`src/rtl/core/sph_artificial_viscosity_macros.svh`:
```
// Assertion macros for the artificial viscosity block.
// Depends on nothing; the user provides clk and rst_n in scope.
`ifndef SPH_ARTIFICIAL_VISCOSITY_MACROS_SVH
`define SPH_ARTIFICIAL_VISCOSITY_MACROS_SVH
`ifndef NO_ASSERTIONS
`define SAV_ASSERT(lbl, prop, msg) \
  lbl: assert property (@(posedge clk) disable iff (!rst_n) prop) else $error(msg);
`define SAV_ASSERT_ALWAYS(lbl, prop, msg) \
  lbl: assert property (@(posedge clk) prop) else $error(msg);
`else
`define SAV_ASSERT(lbl, prop, msg)
`define SAV_ASSERT_ALWAYS(lbl, prop, msg)
`endif
`endif

```
`src/rtl/core/sav_pkg.sv`:
```
// Shared types, codes and constants of the artificial viscosity block.
// No dependencies.
package sav_pkg;

  localparam logic [30:0] CAP31     = 31'h7FFF_FFFF;
  localparam logic [12:0] TENTH_Q16 = 13'd6554;
  localparam int          NUM_W     = 95;
  localparam int          DEN_W     = 64;
  localparam int          QUO_W     = 31;

  localparam logic KIND_PAIR = 1'b0;
  localparam logic KIND_END  = 1'b1;

  typedef enum logic [2:0] {
    REG_SHEAR  = 3'd0,
    REG_BULK   = 3'd1,
    REG_SOUND  = 3'd2,
    REG_SMOOTH = 3'd3,
    REG_MASS   = 3'd4,
    REG_TRACK  = 3'd5
  } reg_idx_t;

  typedef struct packed {
    logic               kind;
    logic signed [31:0] rel_vel_x;
    logic signed [31:0] rel_vel_y;
    logic signed [31:0] rel_pos_x;
    logic signed [31:0] rel_pos_y;
    logic        [30:0] density_self;
    logic        [30:0] density_other;
    logic signed [31:0] grad_x;
    logic signed [31:0] grad_y;
    logic        [30:0] prior_mu;
  } in_item_t;

  typedef struct packed {
    logic signed [31:0] accel_x;
    logic signed [31:0] accel_y;
    logic        [30:0] max_mu;
  } out_item_t;

  typedef enum logic [4:0] {
    STEP_NONE, STEP_P1, STEP_P2, STEP_VR, STEP_RX, STEP_RY, STEP_EH, STEP_EE,
    STEP_N0, STEP_N1, STEP_MU, STEP_T0, STEP_T1, STEP_Q0, STEP_Q1, STEP_PIV,
    STEP_G0, STEP_G1, STEP_G2, STEP_GU
  } step_t;

  typedef enum logic [4:0] {
    ST_IDLE, ST_P1, ST_P2, ST_VR, ST_RX, ST_RY, ST_EH, ST_EE, ST_N0, ST_N1,
    ST_MU_GO, ST_MU_WAIT, ST_T0, ST_T1, ST_Q0, ST_Q1, ST_PIV_GO, ST_PIV_WAIT,
    ST_GX0, ST_GX1, ST_GX2, ST_GXU, ST_GY0, ST_GY1, ST_GY2, ST_GYU
  } state_t;

  typedef struct packed {
    step_t step;
    logic  axis_y;
    logic  div_start;
    logic  item_load;
    logic  out_load;
  } cmd_t;

  typedef struct packed {
    logic approach;
    logic div_done;
  } status_t;

endpackage

```
`src/rtl/core/sav_ctrl.sv`:
```
// Sequencer for one neighbour pair; owns the handshakes.
// Depends on sav_pkg.
module sav_ctrl (
  input  logic              clk,
  input  logic              rst_n,
  input  logic              in_valid,
  input  logic              in_kind,
  output logic              in_ready,
  output logic              out_valid,
  input  logic              out_ready,
  input  sav_pkg::status_t  status,
  output sav_pkg::cmd_t     cmd
);

  sav_pkg::state_t state_r, state_nxt;
  logic            out_valid_r, out_valid_nxt;
  logic            accept;

  // an end beat needs the output register free; a pair beat does not
  assign in_ready = (state_r == sav_pkg::ST_IDLE) &&
                    (in_kind == sav_pkg::KIND_PAIR || !out_valid_r || out_ready);
  assign accept   = in_valid && in_ready;

  always_comb begin
    state_nxt = state_r;
    unique case (state_r)
      sav_pkg::ST_IDLE:
        if (accept && in_kind == sav_pkg::KIND_PAIR) state_nxt = sav_pkg::ST_P1;
      sav_pkg::ST_P1:       state_nxt = sav_pkg::ST_P2;
      sav_pkg::ST_P2:       state_nxt = sav_pkg::ST_VR;
      // drop pairs that move apart
      sav_pkg::ST_VR:       state_nxt = status.approach ? sav_pkg::ST_RX : sav_pkg::ST_IDLE;
      sav_pkg::ST_RX:       state_nxt = sav_pkg::ST_RY;
      sav_pkg::ST_RY:       state_nxt = sav_pkg::ST_EH;
      sav_pkg::ST_EH:       state_nxt = sav_pkg::ST_EE;
      sav_pkg::ST_EE:       state_nxt = sav_pkg::ST_N0;
      sav_pkg::ST_N0:       state_nxt = sav_pkg::ST_N1;
      sav_pkg::ST_N1:       state_nxt = sav_pkg::ST_MU_GO;
      sav_pkg::ST_MU_GO:    state_nxt = sav_pkg::ST_MU_WAIT;
      sav_pkg::ST_MU_WAIT:  if (status.div_done) state_nxt = sav_pkg::ST_T0;
      sav_pkg::ST_T0:       state_nxt = sav_pkg::ST_T1;
      sav_pkg::ST_T1:       state_nxt = sav_pkg::ST_Q0;
      sav_pkg::ST_Q0:       state_nxt = sav_pkg::ST_Q1;
      sav_pkg::ST_Q1:       state_nxt = sav_pkg::ST_PIV_GO;
      sav_pkg::ST_PIV_GO:   state_nxt = sav_pkg::ST_PIV_WAIT;
      sav_pkg::ST_PIV_WAIT: if (status.div_done) state_nxt = sav_pkg::ST_GX0;
      sav_pkg::ST_GX0:      state_nxt = sav_pkg::ST_GX1;
      sav_pkg::ST_GX1:      state_nxt = sav_pkg::ST_GX2;
      sav_pkg::ST_GX2:      state_nxt = sav_pkg::ST_GXU;
      sav_pkg::ST_GXU:      state_nxt = sav_pkg::ST_GY0;
      sav_pkg::ST_GY0:      state_nxt = sav_pkg::ST_GY1;
      sav_pkg::ST_GY1:      state_nxt = sav_pkg::ST_GY2;
      sav_pkg::ST_GY2:      state_nxt = sav_pkg::ST_GYU;
      sav_pkg::ST_GYU:      state_nxt = sav_pkg::ST_IDLE;
      default:              state_nxt = sav_pkg::ST_IDLE;
    endcase
  end

  always_comb begin
    cmd           = '0;
    cmd.step      = sav_pkg::STEP_NONE;
    cmd.item_load = accept;
    cmd.out_load  = accept && in_kind == sav_pkg::KIND_END;
    unique case (state_r)
      sav_pkg::ST_P1:       cmd.step = sav_pkg::STEP_P1;
      sav_pkg::ST_P2:       cmd.step = sav_pkg::STEP_P2;
      sav_pkg::ST_VR:       cmd.step = sav_pkg::STEP_VR;
      sav_pkg::ST_RX:       cmd.step = sav_pkg::STEP_RX;
      sav_pkg::ST_RY:       cmd.step = sav_pkg::STEP_RY;
      sav_pkg::ST_EH:       cmd.step = sav_pkg::STEP_EH;
      sav_pkg::ST_EE:       cmd.step = sav_pkg::STEP_EE;
      sav_pkg::ST_N0:       cmd.step = sav_pkg::STEP_N0;
      sav_pkg::ST_N1:       cmd.step = sav_pkg::STEP_N1;
      sav_pkg::ST_MU_GO: begin
        cmd.step      = sav_pkg::STEP_MU;
        cmd.div_start = 1'b1;
      end
      sav_pkg::ST_MU_WAIT:  cmd.step = sav_pkg::STEP_MU;
      sav_pkg::ST_T0:       cmd.step = sav_pkg::STEP_T0;
      sav_pkg::ST_T1:       cmd.step = sav_pkg::STEP_T1;
      sav_pkg::ST_Q0:       cmd.step = sav_pkg::STEP_Q0;
      sav_pkg::ST_Q1:       cmd.step = sav_pkg::STEP_Q1;
      sav_pkg::ST_PIV_GO: begin
        cmd.step      = sav_pkg::STEP_PIV;
        cmd.div_start = 1'b1;
      end
      sav_pkg::ST_PIV_WAIT: cmd.step = sav_pkg::STEP_PIV;
      sav_pkg::ST_GX0:      cmd.step = sav_pkg::STEP_G0;
      sav_pkg::ST_GX1:      cmd.step = sav_pkg::STEP_G1;
      sav_pkg::ST_GX2:      cmd.step = sav_pkg::STEP_G2;
      sav_pkg::ST_GXU:      cmd.step = sav_pkg::STEP_GU;
      sav_pkg::ST_GY0: begin
        cmd.step   = sav_pkg::STEP_G0;
        cmd.axis_y = 1'b1;
      end
      sav_pkg::ST_GY1: begin
        cmd.step   = sav_pkg::STEP_G1;
        cmd.axis_y = 1'b1;
      end
      sav_pkg::ST_GY2: begin
        cmd.step   = sav_pkg::STEP_G2;
        cmd.axis_y = 1'b1;
      end
      sav_pkg::ST_GYU: begin
        cmd.step   = sav_pkg::STEP_GU;
        cmd.axis_y = 1'b1;
      end
      default: ;
    endcase
  end

  always_comb begin
    out_valid_nxt = out_valid_r;
    if (accept && in_kind == sav_pkg::KIND_END) out_valid_nxt = 1'b1;
    else if (out_ready)                          out_valid_nxt = 1'b0;
  end

  always_ff @(posedge clk) begin
    if (!rst_n) begin
      state_r     <= sav_pkg::ST_IDLE;
      out_valid_r <= 1'b0;
    end else begin
      state_r     <= state_nxt;
      out_valid_r <= out_valid_nxt;
    end
  end

  assign out_valid = out_valid_r;

endmodule
```
`config.mk`:
```
export PLATFORM = sky130hd
export DESIGN_NAME = sav_ctrl
export DESIGN_NICKNAME = d
export VERILOG_FILES = /design/src/rtl/core/sph_artificial_viscosity_macros.svh /design/src/rtl/core/sav_pkg.sv /design/src/rtl/core/sav_ctrl.sv
export SDC_FILE = /design/constraint.sdc
export NUM_CORES = 1
export LEC_CHECK = 0
export BUFFER_PORTS_ARGS = -buffer_cell sky130_fd_sc_hd__buf_4
export CAP_MARGIN = 20
export CORE_AREA = 2 2 41 43
export DETAILED_ROUTE_END_ITERATION = 12
export DIE_AREA = 0 0 43 45
export PLACE_DENSITY = 0.69
export RECOVER_POWER = 25
export SLEW_MARGIN = 20
export SYNTH_ARGS = -nofsm -noshare
export SYNTH_HDL_FRONTEND = slang
export SYNTH_SLANG_ARGS = --single-unit
```
`constraint.sdc`:
```
create_clock -name clk -period 1.93 [get_ports clk]
set_clock_uncertainty 0.05 [all_clocks]
set_input_delay 0.0965 -clock clk [delete_from_list [all_inputs] [get_ports clk]]
set_output_delay 0.0965 -clock clk [all_outputs]
set_load 0.05 [all_outputs]
```
---- Word-level counts from Yosys, hierarchy flattened ----
Cells that the tools add are included.
word-level totals
  register bits ........................... 6
  latch bits .............................. 0
  bits in writable memories ............... 0
  memory bits (read-only) ................. 0
  input bits .............................. 7
  output and inout bits ................... 11
  logic and storage cells ................. 59
  memories kept ........................... 0
operators by class
  add/sub/neg operators ................... 0
  $mul .................................... 0
  div/mod/pow operators ................... 0
  order comparisons ....................... 0
  eq/ne operators ......................... 28
  shift operators ......................... 0
  mux-type cells .......................... 10
  bitwise gates (word level) .............. 1
  reduce and logical (&&, ||, !) cells .... 18
operators by type and width
  cell                                                                      number
  5-bit one-hot mux with 25 select lines                                    1
  5-bit one-hot mux with 19 select lines                                    1
  5-bit equality test (second input constant)                               10
  5-bit by 4-bit equality test with 1-bit output (second input constant)    8
  5-bit by 3-bit equality test with 1-bit output (second input constant)    4
  5-bit two-way mux                                                         3
  2-bit OR reduction                                                        7
  5-bit by 2-bit equality test with 1-bit output (second input constant)    2
  5-bit by 1-bit equality test with 1-bit output (second input constant)    1
  5-bit zero test                                                           1
  1-bit logical AND                                                         4
  1-bit two-way mux                                                         4
  2-bit inequality test (second input constant)                             2
  4-bit OR reduction                                                        1
  3-bit two-way mux                                                         1
  3-bit AND reduction                                                       1
  1-bit logical OR                                                          2
  2-bit by 1-bit inequality test with 1-bit output (second input constant)  1
  2-bit nonzero test                                                        1
  1-bit zero test                                                           1
  1-bit NOT                                                                 1

---- Logic depth before layout (Yosys ltp) ----
  depth in word-level cells ............... 8
  mapped depth ............................ 5
  gate-level depth less buffers ........... 3

---- Least setup slack after synthesis ----
OpenSTA, ideal clock, no wires.
  path type ............................... register to output
  start point ............................. register state_r[3]
  end point ............................... output port cmd[2] (netlist bit)
  data arrival time ....................... 2.147 ns
  required time ........................... 1.783 ns
  slack ................................... -0.364 ns
  cell stages (with the launch flop) ...... 5
  path buffers ............................ 2
  path through ............................ dfxtp_1 clkbuf_1 buf_2 nand3b_1 a211oi_1
RTL lines
  item                    line             text
  from (decl)             sav_ctrl.sv:15   sav_pkg::state_t state_r, state_nxt;
  from (signal assigned)  sav_ctrl.sv:120  state_r <= sav_pkg::ST_IDLE;
  from (signal assigned)  sav_ctrl.sv:123  state_r <= state_nxt;
  to (decl)               sav_ctrl.sv:12   output sav_pkg::cmd_t cmd

==> metrics.yaml <==
cts:
  numCtsBuffers: 3
  clkLatencyLatePin_ps: 240
  numClockSinks: 6
  htreeDepth: 1
  tritoncts: "built"
  clockBufferDepth: 2
  root_buffer: "clkbuf_4"
  clk_pin_slew_ps: 50
power:
  switching_share_pct: 38.2
  peakVddDrop_mv: 0.286
  cellPowerDensity_nw_per_um2: 615
  pwr-share-comb_pct: 45.3
  p_leak_nw: 0.303
  p_seq_share_pct: 29.9
  switching_power_mw: 0.173
  clock_power_share_pct: 24.8
  p_int_mw: 0.280
final_layout:
  diodes: 0
  area_growth_pct: 32.1
  num-nets-final: 99
  drive_above_1_share_pct: 36.7
  final_cell_area_um2: 737
  layoutNonFillerInstCount: 106
logic_synthesis:
  synth-compound-area-share_pct: 32.3
  yosys.cell_types.count: 36
  ys_seq_area_share_pct: 21.5
  synth_nets: 81
  ys_top_cells_by_area: "dfxtp_1 22%, nand2_1 5.4%, a21oi_1 4.5%"
  synthTopCellsByCount: "8 x nand2_1, 6 x dfxtp_1, 5 x a21oi_1, 5 x clkbuf_1"
  synth_adder_area_share_pct: 0
  synth_top_flop_cell: "dfxtp_1"
  synthArstFlopShare_pct: 0
  synth_most_common_cell: "nand2_1"
  yosysTopAreaCellShare_pct: 21.5
  synth_top_family_by_area: "compound AO/OA/AOI/OAI gates"
  synthXorXnorAreaFrac_pct: 1.57
  synth_area_um2: 558
  synthCells: 74
  yosys.area_share.simple_pct: 29.8
  synth_seq_cells: 6
  synth_edf_count: 0
  synthMuxAreaShare_pct: 3.81
  yosysWarnings: 0
  avgSynthCellArea_um2: 7.54
  synth_largest_area_cell: "dfxtp_1"
timing:
  slew_headroom_pct: 53.4
  final_max_slew_viol_count: 0
  rsz0062_at_grt: "no"
  fin_crit_sh_pct: 94.4
  hold_viol: 0
  max_freq_ghz: 0.549
  fin_crit_ps: 1820
  setup_viol: 0
  tightest_slew_ps: 698
  tns_ps: 0
die:
  fp.dieH_um: 45
  start_util_pct: 37.9
  die_area_um2: 1940
  placementRows: 14
  fp.dieW_um: 43
  io_pins: 18
  core_um2: 1470
route:
  vias: 593
  routedWlPerCell_um: 12.5
  dr.pass1.iters: 4
  dr.first_iter.drc_count: 12
  viasPerCell: 5.59
  drtAntennaViolNets: 0
  post-route-drc-count: 0
  routed_wl_mm: 1.32
worst_setup_path:
  startpoint_type: "register"
  crit_type: "reg -> out"
  cp.required_ps: 1780
  worstPathMaxFanout: 4
  worstPathArrival_ps: 1680
  end_kind: "output port"
min_path:
  min_path_type: "in -> reg"
global_route:
  grt_max_degree: 22
  grt_remaining_overflow: 0
  grtUsageTotal_pct: 14.6
  grt_pass1_vias: 517
  grt_antenna_before_repair: 0
  grt_pass1_wl_mm: 2.14
placed_design:
  dp_cells: 103
  place_congestion: 0.743
  io_buffers: 17
  hpwl_um: 978
  place_area_um2: 709
run:
  cap_viol_max_count: 0
status:
  outcome: "completed"
-- area by class of cell --
type                       instances  area, um2
clock buffer                       3       22.5
fill                             160        734
inverter                           3       11.3
multi-input combinational         56        398
sequential                         6        120
tap                               16       20.0
timing repair buffer              22        165
-- layer usage --
| metal | vias up | share of wire, % | global-route usage [%] |
|---|---|---|---|
| met1 | 272 | 45 | 17.8 |
| li1 | 303 | - | - |
| met3 | 0 | 7.8 | 6.40 |
| met5 | - | 0 | 0 |
| met2 | 18 | 47 | 24.8 |
| met4 | 0 | 0 | 1.82 |
-- logic make-up (layout without fill, tap and decap cells) --
kind of cell / count (synthesis) / after routing
simple gates: 29 / 29
compound gates: 24 / 24
buf+inv: 12 / 28
flops: 6 / 6
mux: 2 / 2
xor+xnor: 1 / 1
-- worst paths after layout --
path | start | to | slack (ps) | cells after the start
hold reg to reg | state_r[2] | state_r[4] | 560 | 2
setup / recovery | state_r[0] | cmd[0] | 110 | 4
hold / removal | rst_n | out_valid | 60 | 2
setup reg to reg | state_r[4] | state_r[3] | 330 | 3
-- cell usage in the layout, fill, tap and decap left out --
cell type	n
a211oi_1	2
a211oi_2	2
a21boi_1	1
a21o_1	1
a21oi_1	4
a21oi_2	1
a311oi_1	1
a32oi_1	1
a41oi_1	1
and3_1	1
and3b_1	1
buf_4	20
buf_6	1
clkbuf_1	1
clkbuf_4	3
dfxtp_1	6
inv_1	3
mux2_2	1
mux2i_1	1
nand2_1	8
nand2b_1	1
nand3b_1	3
nor2_1	4
nor2b_1	2
nor3_1	3
nor3_2	1
nor4_1	1
nor4bb_1	1
o211ai_1	1
o21a_1	2
o21ai_0	3
o21bai_1	1
o31a_1	1
o32ai_2	1
o41ai_2	1
or3_1	1
or3_4	2
xnor2_1	1
-- worst max-delay path, cell delays in order, from the launching register on --
cell     delay, ps
dfxtp_1        300
or3_4          400
or3_4          360
nor3_2         150
buf_4          210
-- sequential cells by signal, indices dropped and copies added, names as in the netlist --
name       cells
out_valid      1
state_r        5
-- power groups by stage --
stage | combinational, mW | sequential, mW | clock, mW
finish | 0.205 | 0.136 | 0.112
global route | 0.220 | 0.136 | 0.125
CTS | 0.204 | 0.136 | 0.117
detailed placement | 0.203 | 0.138 | 0
global placement | 0.201 | 0.137 | 0
floorplan | 0.151 | 0.144 | 0
-- through the flow --
step / hold WS [ps] / total power [mW] / util [%] / setup WS (ps)
after floorplan: 164 / 0.295 / - / 44.4
after CTS: 51.8 / 0.457 / 49.7 / 49.1
after global placement: 294 / 0.339 / 48.2 / 334
after global routing: 51.2 / 0.480 / 50.1 / 28.2
after detailed placement: 303 / 0.341 / 48.2 / 312
final: 58.5 / 0.453 / 50.1 / 108
-- timing repair --
item | in CTS | in global routing
hold buffers | 0 | 0
gates resized for setup | 0 | 3
setup endpoints to repair | 0 | 2
buffers inserted | 0 | 0
Power figures use the tool's default switching activity.
